==> src/design/tpss_pkg.sv <==
// Package for the texture page sprite splitter.
// Holds state codes, the span result type, page constants and the depth decode.
// No dependencies.
package tpss_pkg;

    localparam logic [1:0]  DEPTH_4BIT    = 2'd0;
    localparam logic [1:0]  DEPTH_8BIT    = 2'd1;
    localparam logic [3:0]  LOG_PAGE_4BIT = 4'd6;
    localparam logic [3:0]  LOG_PAGE_8BIT = 4'd7;
    localparam logic [3:0]  LOG_PAGE_16   = 4'd8;
    localparam logic [3:0]  LOG_PAGE_LINE = 4'd8;
    localparam logic [10:0] VRAM_WORDS    = 11'd1024;
    localparam logic [9:0]  VRAM_LINES    = 10'd512;
    localparam logic [2:0]  OPAQUE_MODE   = 3'd4;

    typedef enum logic [1:0] {
        S_IDLE,
        S_ROW,
        S_COL
    } t_state;

    typedef struct packed {
        logic [7:0] off;
        logic [8:0] span;
        logic [9:0] base;
    } t_span;

    function automatic logic [3:0] f_page_log(input logic [1:0] depth);
        logic [3:0] lg;
        case (depth)
            DEPTH_4BIT: lg = LOG_PAGE_4BIT;
            DEPTH_8BIT: lg = LOG_PAGE_8BIT;
            default:    lg = LOG_PAGE_16;
        endcase
        return lg;
    endfunction

endpackage

==> src/design/tpss_span_unit.sv <==
// Shared span unit: offset inside a page, page base, and the span to the
// page border clipped to what remains. Used for page rows and page columns.
// Depends on tpss_pkg.
module tpss_span_unit (
    input  logic [9:0]     i_pos,
    input  logic [3:0]     i_log,
    input  logic [10:0]    i_rem,
    output tpss_pkg::t_span o_span
);
    import tpss_pkg::*;

    logic [10:0] w_pw;
    logic [10:0] w_mask;
    logic [7:0]  w_off;
    logic [10:0] w_room;

    assign w_pw   = 11'd1 << i_log;
    assign w_mask = w_pw - 11'd1;
    assign w_off  = i_pos[7:0] & w_mask[7:0];
    assign w_room = w_pw - {3'b000, w_off};

    always_comb begin
        o_span.off  = w_off;
        o_span.base = i_pos & ~w_mask[9:0];
        if (i_rem < w_room) begin
            o_span.span = i_rem[8:0];
        end else begin
            o_span.span = w_room[8:0];
        end
    end

endmodule

==> src/design/texture_page_sprite_splitter.sv <==
// A draw request is cut into one sprite slice per texture page it covers, rows of pages
// top to bottom, pages left to right. Each row of pages gets a setup step, then its
// slices, one per cycle while the output is not stalled; new requests stall until the
// last slice is loaded. One span unit, shared by the row and column steps, sets this
// pace. Empty requests are dropped at accept. An output register holds each slice.
module texture_page_sprite_splitter (
    input  logic               i_clk,
    input  logic               i_rst_n,
    input  logic               i_valid,
    output logic               o_stall,
    input  logic [9:0]         i_vram_x,
    input  logic [8:0]         i_vram_y,
    input  logic [10:0]        i_width_words,
    input  logic [9:0]         i_height_lines,
    input  logic [1:0]         i_depth,
    input  logic signed [15:0] i_screen_x,
    input  logic signed [15:0] i_screen_y,
    input  logic [2:0]         i_transparency,
    output logic               o_valid,
    input  logic               i_stall,
    output logic signed [15:0] o_draw_x,
    output logic signed [15:0] o_draw_y,
    output logic [8:0]         o_sprite_width,
    output logic [8:0]         o_sprite_height,
    output logic [7:0]         o_tex_u,
    output logic [7:0]         o_tex_v,
    output logic [9:0]         o_page_x,
    output logic [8:0]         o_page_y,
    output logic [1:0]         o_blend_mode,
    output logic               o_semi_trans,
    output logic               o_last
);
    import tpss_pkg::*;

    t_state      r_state, n_state;
    logic        r_out_valid;

    logic [9:0]  r_vx;
    logic [10:0] r_w;
    logic [15:0] r_sx;
    logic [3:0]  r_log;
    logic [2:0]  r_tr;
    logic [8:0]  r_cy;
    logic [9:0]  r_remh;
    logic [15:0] r_dy;
    logic [8:0]  r_sh;
    logic [7:0]  r_voff;
    logic [8:0]  r_page_y;
    logic [9:0]  r_cx;
    logic [10:0] r_remw;
    logic [15:0] r_dx;

    logic        w_accept;
    logic        w_start;
    logic        w_load;
    logic        w_row_done;
    logic        w_last;
    logic [10:0] w_room_w;
    logic [9:0]  w_room_h;
    logic [10:0] w_w_sat;
    logic [9:0]  w_h_sat;
    logic        w_is_row;
    logic [9:0]  w_pos;
    logic [3:0]  w_log;
    logic [10:0] w_rem;
    t_span       w_span;
    logic [1:0]  w_pix_sh;
    logic [10:0] w_wpix;
    logic [9:0]  w_upix;
    logic [10:0] w_remw_next;

    assign o_stall  = (r_state != S_IDLE);
    assign o_valid  = r_out_valid;
    assign w_accept = i_valid && !o_stall;
    assign w_start  = w_accept && (i_width_words != 11'd0) && (i_height_lines != 10'd0);

    assign w_room_w = VRAM_WORDS - {1'b0, i_vram_x};
    assign w_room_h = VRAM_LINES - {1'b0, i_vram_y};
    assign w_w_sat  = (i_width_words > w_room_w) ? w_room_w : i_width_words;
    assign w_h_sat  = (i_height_lines > w_room_h) ? w_room_h : i_height_lines;

    assign w_is_row = (r_state == S_ROW);
    assign w_pos    = w_is_row ? {1'b0, r_cy} : r_cx;
    assign w_log    = w_is_row ? LOG_PAGE_LINE : r_log;
    assign w_rem    = w_is_row ? {1'b0, r_remh} : r_remw;

    tpss_span_unit u_span (
        .i_pos  (w_pos),
        .i_log  (w_log),
        .i_rem  (w_rem),
        .o_span (w_span)
    );

    assign w_pix_sh    = 2'(LOG_PAGE_16 - r_log);
    assign w_wpix      = {2'b00, w_span.span} << w_pix_sh;
    assign w_upix      = {2'b00, w_span.off} << w_pix_sh;
    assign w_remw_next = r_remw - {2'b00, w_span.span};
    assign w_row_done  = (w_remw_next == 11'd0);
    assign w_last      = w_row_done && (r_remh == {1'b0, r_sh});

    always_ff @(posedge i_clk) begin
        if (!i_rst_n) begin
            r_state <= S_IDLE;
        end else begin
            r_state <= n_state;
        end
    end

    always_comb begin
        n_state = r_state;
        w_load  = 1'b0;
        case (r_state)
            S_IDLE: begin
                if (w_start) begin
                    n_state = S_ROW;
                end
            end
            S_ROW: begin
                n_state = S_COL;
            end
            S_COL: begin
                if (!r_out_valid || !i_stall) begin
                    w_load = 1'b1;
                    if (w_last) begin
                        n_state = S_IDLE;
                    end else if (w_row_done) begin
                        n_state = S_ROW;
                    end
                end
            end
            default: begin
                n_state = S_IDLE;
            end
        endcase
    end

    always_ff @(posedge i_clk) begin
        if (!i_rst_n) begin
            r_out_valid <= 1'b0;
        end else if (w_load) begin
            r_out_valid <= 1'b1;
        end else if (!i_stall) begin
            r_out_valid <= 1'b0;
        end
    end

    always_ff @(posedge i_clk) begin
        if (w_start) begin
            r_vx   <= i_vram_x;
            r_w    <= w_w_sat;
            r_sx   <= i_screen_x;
            r_log  <= f_page_log(i_depth);
            r_tr   <= i_transparency;
            r_cy   <= i_vram_y;
            r_remh <= w_h_sat;
            r_dy   <= i_screen_y;
        end
        if (w_is_row) begin
            r_sh     <= w_span.span;
            r_voff   <= w_span.off;
            r_page_y <= w_span.base[8:0];
            r_cx     <= r_vx;
            r_remw   <= r_w;
            r_dx     <= r_sx;
        end
        if (w_load) begin
            r_cx   <= r_cx + {1'b0, w_span.span};
            r_remw <= w_remw_next;
            r_dx   <= r_dx + {5'b00000, w_wpix};
            if (w_row_done) begin
                r_cy   <= r_cy + r_sh;
                r_remh <= r_remh - {1'b0, r_sh};
                r_dy   <= r_dy + {7'b0000000, r_sh};
            end
            o_draw_x        <= r_dx;
            o_draw_y        <= r_dy;
            o_sprite_width  <= w_wpix[8:0];
            o_sprite_height <= r_sh;
            o_tex_u         <= w_upix[7:0];
            o_tex_v         <= r_voff;
            o_page_x        <= w_span.base;
            o_page_y        <= r_page_y;
            o_blend_mode    <= r_tr[1:0];
            o_semi_trans    <= (r_tr != OPAQUE_MODE);
            o_last          <= w_last;
        end
    end

    a_busy_has_rows: assert property (@(posedge i_clk) disable iff (!i_rst_n)
        (r_state != S_IDLE) |-> (r_remh != 10'd0))
        else $error("busy with no lines left");

    a_col_has_words: assert property (@(posedge i_clk) disable iff (!i_rst_n)
        (r_state == S_COL) |-> (r_remw != 11'd0) && (r_sh != 9'd0))
        else $error("column step with empty span");

    a_last_ends: assert property (@(posedge i_clk) disable iff (!i_rst_n)
        (w_load && w_last) |=> (r_state == S_IDLE) && o_last)
        else $error("last slice did not end request");

    a_width_nonzero: assert property (@(posedge i_clk) disable iff (!i_rst_n)
        w_load |=> (o_sprite_width != 9'd0) && (o_sprite_height != 9'd0))
        else $error("empty slice emitted");

endmodule

==> config.mk <==
export PLATFORM = sky130hd
export DESIGN_NAME = texture_page_sprite_splitter
export DESIGN_NICKNAME = d
export VERILOG_FILES = /design/src/design/tpss_pkg.sv /design/src/design/tpss_span_unit.sv /design/src/design/texture_page_sprite_splitter.sv
export SDC_FILE = /design/constraint.sdc
export NUM_CORES = 1
export LEC_CHECK = 0
export BUFFER_PORTS_ARGS = -buffer_cell sky130_fd_sc_hd__buf_2
export CAP_MARGIN = 20
export CELL_PAD_IN_SITES_DETAIL_PLACEMENT = 2
export CELL_PAD_IN_SITES_GLOBAL_PLACEMENT = 2
export CORE_MARGIN = 1
export CORE_UTILIZATION = 35
export CTS_CLUSTER_DIAMETER = 50
export DETAILED_ROUTE_END_ITERATION = 10
export GPL_TIMING_DRIVEN = 0
export PLACE_DENSITY_LB_ADDON = 0.1
export RECOVER_POWER = 50
export SYNTH_ARGS = -nofsm -noshare
export SYNTH_HDL_FRONTEND = slang
export SYNTH_SLANG_ARGS = --single-unit
==> constraint.sdc <==
create_clock -name i_clk -period 16.49 [get_ports i_clk]
set_input_delay 0 -clock i_clk [delete_from_list [all_inputs] [get_ports i_clk]]
set_output_delay 0 -clock i_clk [all_outputs]
set_load 0.1 [all_outputs]
# Word-level counts from Yosys, hierarchy flattened
# Index checks and enable logic that the tools add are counted.
# Widths: inputs -> output; s select.
# op_classes
n_addsub	11
magnitude_cmp	3
n_eq_ne	9
n_shift	3
mux	31
bitwise	3
reduce_logical	16
# ops
op	count
$mux 16	5
$mux 10	7
$mux 11	4
$mux 9	4
$add 16x11->16	1
$add 16x9->16	1
$gt 11x11->1	1
$logic_not 11->1	1
$lt 11x11->1	1
$reduce_bool 11->1	1
$shl 1x4->11 const A	1
$shl 9x2->11	1
$sub 11x10->11 const A	1
$sub 11x8->11	1
$sub 11x9->11	1
$add 10x9->10	1
$and 10x10->10	1
$eq 10x9->1	1
$gt 10x10->1	1
$not 10->10	1
$reduce_bool 10->1	1
$sub 10x1->10 const B	1
$sub 10x9->10	1
$sub 10x9->10 const A	1
other kinds (20)	36
# word_totals
register_bits	234
in_bits	81
output_inout_bits	91

# Longest topological paths before layout
# Gate-level depths: netlist of the first run.
# logic_depth
depth_word	14
ltp_mapped	38
depth_no_buf	33

# Modules after synthesis
# A second synthesis of the first run with hierarchy kept.
# unflattened
cells_unflattened	1267
area_unflattened_um2	13520.5
# modules_own_cells
module	n_inst	cells_each	area_each_um2	seq_area_each_um2
texture_page_sprite_splitter	1	1109	12334.3	6616.3
tpss_span_unit	1	158	1186.1	0.0

# Worst setup path after synthesis of the first run
# No wires, ideal clock.
# synth_timing
kind	reg2reg
from	register r_state[1]
to	register r_dy[11]
setup_ns	0.119
arrival_ns	7.787
path_slack_ns	8.584
path_stages_with_launch	34
path_buffers	6
period_less_slack_ns	7.906
path_cell_list	dfxtp_1 -> nand2b_1 -> buf_4 -> inv_2 -> buf_6 -> clkbuf_1 -> clkbuf_1 -> o31ai_1 -> ha_1 -> nor2_1 -> nand2_1 -> o221ai_1 -> mux2i_1 -> a2111oi_2 -> ha_1 -> a21o_1 -> a21o_1 -> a221o_1 -> a21oi_4 -> buf_6 -> nor3_1 -> a21oi_1 -> ha_1 -> inv_1 -> fa_1 -> a21o_1 -> a21oi_1 -> xor2_1 -> nand4_1 -> a2111oi_4 -> nor4b_2 -> buf_4 -> mux2_2 -> o221a_2
# synth_rtl
item	line	source
from (decl)	texture_page_sprite_splitter.sv:35	t_state r_state, n_state;
from (signal assigned)	texture_page_sprite_splitter.sv:105	r_state <= n_state;
to (signal assigned)	texture_page_sprite_splitter.sv:156	r_dy <= i_screen_y;
to (signal assigned)	texture_page_sprite_splitter.sv:173	r_dy <= r_dy + {7'b0000000, r_sh};
to (decl)	texture_page_sprite_splitter.sv:45	logic [15:0] r_dy;

==> reports/metrics.csv, run 1 <==
stage,metric,value,unit
sta,rsz0062_at_grt,no,
layout,fin_area,16400,sq um
placed_design,placed_area,14620,sq um
die,dieArea,38160,sq um
layout,final_util,0.4468,
setup_path,cp-start-kind,flip-flop,
clocking,cts.path.max_buffers,3,
placed_design,io_buffers,171,
layout,area_delta_synth_final,25.31,%
route,firstDrtPassIters,5,
power_and_ir_drop,switching_power,1.420,mW
synthesis,synth.distinct_cells,77,
setup_path,critPathMaxStageDelay,760,ps
setup_path,worstPathMaxFanout,10,
sta,report.final.slew_viol_count,101,
synthesis,syn_inst,1195,
setup_path,endpoint_kind,flip-flop,
synthesis,yosysWarnings,0,
sta,timing.final.crit_period,10630,ps
sta,fmax,94.10,MHz
clocking,cts_sinks,233,
sta,period_share,0.6445,
layout,fin_nets,1672,
clocking,cts_made_buffers,34,
setup_path,timing.rr.start,r_state[1],
setup_path,worstPathRequired,16750,ps
route,routedWlPerCell,21.72,um
power_and_ir_drop,p_int,1.839,mW
route,vias_per_cell,5.263,
die,fp-row-count,70,
flow_run,maxCapViolations,2,
route,routed_wl,43.00,mm
placed_design,dp_hpwl,31.68,mm
grt,grt_pass1_wl,66.74,mm
route,drtAntennaViolNets,0,
setup_path,cp-startpoint,r_state[1],
sta,tns,0,ps
setup_path,critPathSlowestCell,a21oi_1,
power_and_ir_drop,seq_power_share,0.269,
clocking,post_cts_resized,0,
min_path,hold_class,in2reg,
grt,grt_start_max_net_pins,65,
synthesis,ys_ff_latch,233,
power_and_ir_drop,ir_drop,0.08889,mV
sta,setup_viol,0,
setup_path,cp_common_cell,ha_1,
synthesis,synth_seq_area_share,0.5057,
synthesis,synth_ff_type,edfxtp_1,
sta,worst_slew_pin_slew,3435,ps
die,die_w,195.3,um
layout,final_cells,1980,
route,dr.first_iter.drc_count,300,
sta,hold_viol_final,0,
sta,skew,22.94,ps
synthesis,synth_edf_count,195,
power_and_ir_drop,clock_power_share,0.229,
clocking,cts_tree,done,
grt,grt.total_usage,0.2290,
die,core-area,36700,sq um
placed_design,dpl.cell_count,1840,
die,pin_count,172,
power_and_ir_drop,power_leakage,6.541,nW
grt,grt_remaining_overflow,0,
synthesis,async_flop_share,0,
outcome,status,"complete, but fails checks",
route,route.vias.total,10420,
clocking,clk_pin_slew,60,ps
synthesis,synth_area,13080,sq um
min_path,hp-start,i_height_lines[3],
setup_path,crit_type,reg2reg,
outcome,violations,"max-capacitance violations, max-slew violations",
placed_design,place.gp.congestion,0.8162,
power_and_ir_drop,p_comb_frac,0.502,
route,drc,0,
grt,first_global_vias,11690,
layout,drive_above_1_share,0.1099,
clocking,htree_levels,2,
synthesis,avgSynthCellArea,10.95,sq um
sta,slew_headroom,-1.290,
power_and_ir_drop,netSwitchingFraction,0.4358,
die,die_h,195.3,um
grt,antenna_found_initial,0,
power_and_ir_drop,powerDensity,198.8,nW/um^2
clocking,clk_latency,540,ps
die,start_util,0.3565,
clocking,root_buffer,clkbuf_16,
setup_path,worstPathArrival,10890,ps
sta,hold_ws,39.30,ps
per-stage QoR:
stage	power (mW)	setup WS, ps
after detailed placement	2.500	6554
final	3.259	5863
after CTS	3.292	6441
after global placement	2.438	6201
after global routing	3.468	5139
after floorplan	2.054	8584
layout by cell type, fill, tap and decap left out, drive strengths merged, types with 5 or more instances in the layout:
cell type / n
nand3: 26
nor2b: 17
dfxtp: 38
edfxtp: 195
nand4: 11
o21ai: 72
nor4: 7
clkinv: 10
o21bai: 7
o221a: 5
dlygate4sd3: 79
o31ai: 6
nand3b: 5
o211ai: 20
clkbuf: 178
buf: 79
a21o: 19
nor3: 35
a31oi: 8
nor2: 63
xnor2: 35
o21a: 10
fa: 6
mux4: 9
or2: 12
and3: 10
nand2: 135
xor2: 30
and2: 6
or3: 6
a21oi: 70
ha: 98
inv: 87
nand2b: 12
mux2i: 43
logic make-up after synthesis:
| family | count (synthesis) | synth area share |
|---|---|---|
| XOR/XNOR | 65 | 0.04351 |
| other | 1 | 0.0002866 |
| flip-flops | 233 | 0.5057 |
| adder cells (fa/ha/maj) | 104 | 0.1029 |
| buffers and inverters | 125 | 0.03815 |
| AO/OA/AOI/OAI | 259 | 0.1303 |
| multiplexers | 55 | 0.05154 |
| AND/OR/NAND/NOR | 353 | 0.1276 |
power groups by stage:
stage	clock [mW]	sequential (mW)	combinational (mW)
3_5_place_dp	0	0.886	1.61
5_1_grt	0.783	0.890	1.80
3_3_place_gp	0	0.889	1.55
4_1_cts	0.761	0.876	1.66
2_1_floorplan	0	1.02	1.03
6_report	0.747	0.877	1.63
final timing paths:
| check | to | slack [ps] | cells after the start |
|---|---|---|---|
| setup / recovery | r_dx[14] | 5860 | 35 |
| hold / removal | r_remh[3] | 40 | 5 |
| setup reg to reg | r_dx[14] | 5860 | 35 |
| hold reg to reg | o_page_y[2] | 420 | 0 |
sequential cells by signal, summed over array words and instances, names as in the netlist, 9 cells and up:
register	count
o_draw_x	16
o_draw_y	16
r_dx	16
r_dy	16
r_sx	16
r_remw	11
r_w	11
o_page_x	10
r_cx	10
r_remh	10
r_vx	10
o_page_y	9
o_sprite_height	9
o_sprite_width	9
r_cy	9
r_page_y	9
r_sh	9
metal layers:
metal / track usage / part of all wire / routed length (um)
met2: 0.4226 / 0.52 / 22290
met1: 0.2742 / 0.43 / 18470
met5: 0 / 0 / 0
met3: 0.03782 / 0.031 / 1342
met4: 0.05862 / 0.021 / 898
worst max-delay path, delay by kind of cell (launching register included):
family	cells	cell delay, ps
and+or+nand+nor	7	1860
AOI/OAI and AO/OA	14	3950
xor gates and xnor gates	2	500
buffers and inverters	7	1980
adders and majority gates	5	1710
DFF	1	340
cells in the mapped netlist, drive strengths merged, types with 4 or more instances:
library cell | n | area [sq um]
clkbuf | 26 | 97.59
o2111ai | 4 | 35.03
a221oi | 4 | 41.29
o21ai | 72 | 360.3
nand3 | 26 | 130.1
o21bai | 7 | 52.55
nor3 | 35 | 180.2
o31ai | 6 | 50.05
buf | 12 | 75.06
nand2b | 12 | 75.07
o211ai | 20 | 155.1
or3 | 6 | 37.54
xnor2 | 35 | 306.5
a2111oi | 4 | 66.32
fa | 6 | 120.1
nor3b | 4 | 30.03
and2 | 6 | 37.54
a21o | 19 | 142.6
nand4 | 11 | 68.82
and3 | 10 | 62.56
or2 | 12 | 75.07
nand3b | 5 | 37.54
a211oi | 4 | 30.03
nor4 | 7 | 43.79
dfxtp | 38 | 760.7
edfxtp | 195 | 5856
ha | 98 | 1226
o221a | 5 | 56.30
a21oi | 70 | 361.6
nor2b | 17 | 106.4
inv | 86 | 322.8
nor2 | 63 | 236.5
nand2 | 135 | 506.7
xor2 | 30 | 262.8
a31oi | 8 | 50.05
mux2i | 43 | 434.2
o21a | 10 | 75.07
mux4 | 9 | 202.7
layout make-up:
cell class              count  area, sq um
diodes                      1        2.502
plain buffers              38        163.9
clock buffers              45        953.4
clock inverters            15        201.4
fillers                  3849        20300
inverters                  87        326.6
multi-input cells         840         5977
flip-flops and latches    233         6616
well taps                 468        585.6
repair buffers            253         1569
timing repair:
action                     4_1_cts  5_1_grt
hold buffers                    79        0
setup endpoints to repair        0        0
setup buffers                    0        0
hold endpoints to repair        80        0
(Power assumes the default switching activity.)
==> inputs of run 2 (changes only) <==
==> constraint.sdc (replaced) <==
create_clock -name i_clk -period 10.9 [get_ports i_clk]
set_input_delay 0 -clock i_clk [delete_from_list [all_inputs] [get_ports i_clk]]
set_output_delay 0 -clock i_clk [all_outputs]
set_load 0.1 [all_outputs]
==> run 2 against run 1 <==
The flow still finishes with violations (max-capacitance violations, max-slew violations). First-iteration DRC count grew 3.3%. Utilization hardly changed. Routed wire length shrank 0.16%. Register-to-register slack got worse by 5000 ps. Setup slack worse by 5000 ps. Via count about the same. Fmax is 5.9% higher. Clock skew is 0.76 ps lower. Global-route usage unchanged. Sequential cell count unchanged. Final cell count unchanged. Critical path type unchanged.
==> reports/metrics.csv, run 2 (synthesis results as in run 1) <==
stage,metric,value,unit,change
placed_design,place.gp.congestion,0.8162,,unchanged
die,die_w,195.3,um,unchanged
layout,final_cell_mix,"edfxtp_1 (195), clkbuf_1 (136), nand2_1 (134)",,
route,vias_per_cell,5.258,,about the same
layout,final_common_cell,edfxtp_1,,
setup_path,worstPathMaxFanout,10,,unchanged
die,fp-row-count,70,,unchanged
sta,tns,0,ps,unchanged
flow_run,maxCapViolations,2,,unchanged
route,drc,0,,unchanged
grt,first_global_vias,11690,,unchanged
route,route.vias.total,10410,,-0.086%
sta,hold_viol_final,0,,unchanged
sta,report.final.slew_viol_count,101,,unchanged
power_and_ir_drop,powerDensity,300.5,nW/um^2,+51%
layout,fin_area,16410,sq um,about the same
setup_path,worstReg2RegEnd,r_dx[14],,
layout,multiInputGateArea,5977,sq um,unchanged
setup_path,cp-start-kind,flip-flop,,
power_and_ir_drop,ir_drop,0.1344,mV,+51%
setup_path,cp.depth,35,,unchanged
setup_path,crit_end,r_dx[14],,
route,dr.first_iter.drc_count,310,,+3.3%
die,die_h,195.3,um,unchanged
sta,setup_viol,0,,unchanged
layout,area_delta_synth_final,25.40,%,about the same
grt,antenna_found_initial,0,,unchanged
placed_design,placed_area,14620,sq um,unchanged
grt,grt_remaining_overflow,0,,unchanged
setup_path,path_delay_family,compound AO/OA/AOI/OAI gates,,
outcome,violations,"max-capacitance violations, max-slew violations",,
layout,register_area,6616,sq um,unchanged
clocking,cts_sinks,233,,unchanged
placed_design,pre_cts_slack,963.9,ps,-5590 ps
sta,timing.final.crit_period,10030,ps,-595.2 ps
sta,period_share,0.9204,,+0.2759
placed_design,dp_hpwl,31.68,mm,unchanged
die,core-area,36700,sq um,unchanged
clocking,cts.path.max_buffers,3,,unchanged
clocking,ctsHoldBuffers,79,,unchanged
clocking,htree_levels,2,,unchanged
die,start_util,0.3565,,unchanged
power_and_ir_drop,power_leakage,6.556,nW,+0.22%
clocking,clk_pin_slew,60,ps,about the same
outcome,status,"complete, but fails checks",,
setup_path,worstPathRequired,11160,ps,-5590 ps
setup_path,cp_common_cell,ha_1,,
grt,grt.total_usage,0.2290,,unchanged
sta,setup_slack,868.1,ps,-4995 ps
layout,fin_nets,1672,,unchanged
die,pin_count,172,,unchanged
setup_path,crit_type,reg2reg,,
clocking,cts_tree,done,,
setup_path,timing.rr.start,r_state[1],,
grt,grt_start_max_net_pins,65,,unchanged
setup_path,endpoint_kind,flip-flop,,
placed_design,io_buffers,171,,unchanged
setup_path,reg2reg_depth,35,,unchanged
layout,final.fill_count,3849,,unchanged
route,drtAntennaViolNets,0,,unchanged
grt,grt_pass1_wl,66.74,mm,unchanged
clocking,cts_setup_buffers,0,,unchanged
layout,drive_above_1_share,0.1112,,+0.001324
sta,fmax,99.68,MHz,+5.9%
die,dieArea,38160,sq um,unchanged
clocking,root_buffer,clkbuf_16,,
sta,worst_slew_pin_slew,3445,ps,+10.25 ps
setup_path,r2r_slack,870,ps,-4990 ps
route,routed_wl,42.93,mm,-0.16%
sta,rsz0062_at_grt,no,,
route,firstDrtPassIters,5,,unchanged
sta,skew,22.18,ps,-0.7595 ps
setup_path,crit_buf_inv,7,,unchanged
sta,slew_headroom,-1.297,,-0.006830
clocking,cts_made_buffers,34,,unchanged
setup_path,critPathSlowestCell,a21oi_1,,
route,routedWlPerCell,21.68,um,-0.16%
setup_path,worstPathArrival,10290,ps,-600 ps
clocking,clk_latency,540,ps,about the same
min_path,hold_class,in2reg,,
clocking,post_cts_resized,0,,unchanged
setup_path,cp-startpoint,r_state[1],,
setup_path,critPathMaxStageDelay,760,ps,about the same
run 2: tightest hold or removal path: cells and delay by family:
kind	cells	cell delay [ps]
AO/OA/AOI/OAI	3	360
buffers and inverters	1	110
AND/OR/NAND/NOR	1	60
run 2: area by class of cell:
class	count	area share
inverters	87	0.01990
clock buffers	45	0.05811
multi-input cells	840	0.3643
plain buffers	38	0.01068
flip-flops and latches	233	0.4033
clock inverters	15	0.01228
well taps	468	0.03569
diodes	1	0.0001525
repair buffers	253	0.09563
run 2: layer usage:
metal / up-vias / wire, um / global-route usage
li1: 4966 / - / -
met1: 5219 / 18480 / 0.2742
met2: 173 / 22260 / 0.4226
met3: 53 / 1294 / 0.03782
met4: 0 / 900 / 0.05862
met5: - / 0 / 0
run 2: where the power goes:
part / total [mW] / switching [mW] / internal, mW / leakage [nW]
sequential: 1.33 / 0.123 / 1.20 / 2.14
clock: 1.13 / 0.416 / 0.713 / 0.563
combinational: 2.47 / 1.61 / 0.865 / 3.86
run 2: per-stage QoR:
stage	hold slack (ps)	util	total power, mW	cells
3_3_place_gp	178.2	0.3961	3.688	1837
3_5_place_dp	178.8	0.3985	3.782	1840
5_1_grt	89.67	0.4470	5.248	1979
6_report	46.32	0.4471	4.930	1980
2_1_floorplan	98.87	-	3.107	1198
4_1_cts	25.72	0.4515	4.981	1979
run 2: worst min-delay path by stage:
stage               cells after the start         to  slack (ps)               from
finish                                  5  r_remh[3]          50  i_height_lines[3]
global route                            5  r_remh[3]          90  i_height_lines[3]
CTS                                     5  r_remh[3]          30  i_height_lines[3]
detailed placement                      1    r_tr[0]         180  i_transparency[0]
global placement                        1    r_tr[0]         180  i_transparency[0]
floorplan                               0    r_sx[0]         100      i_screen_x[0]
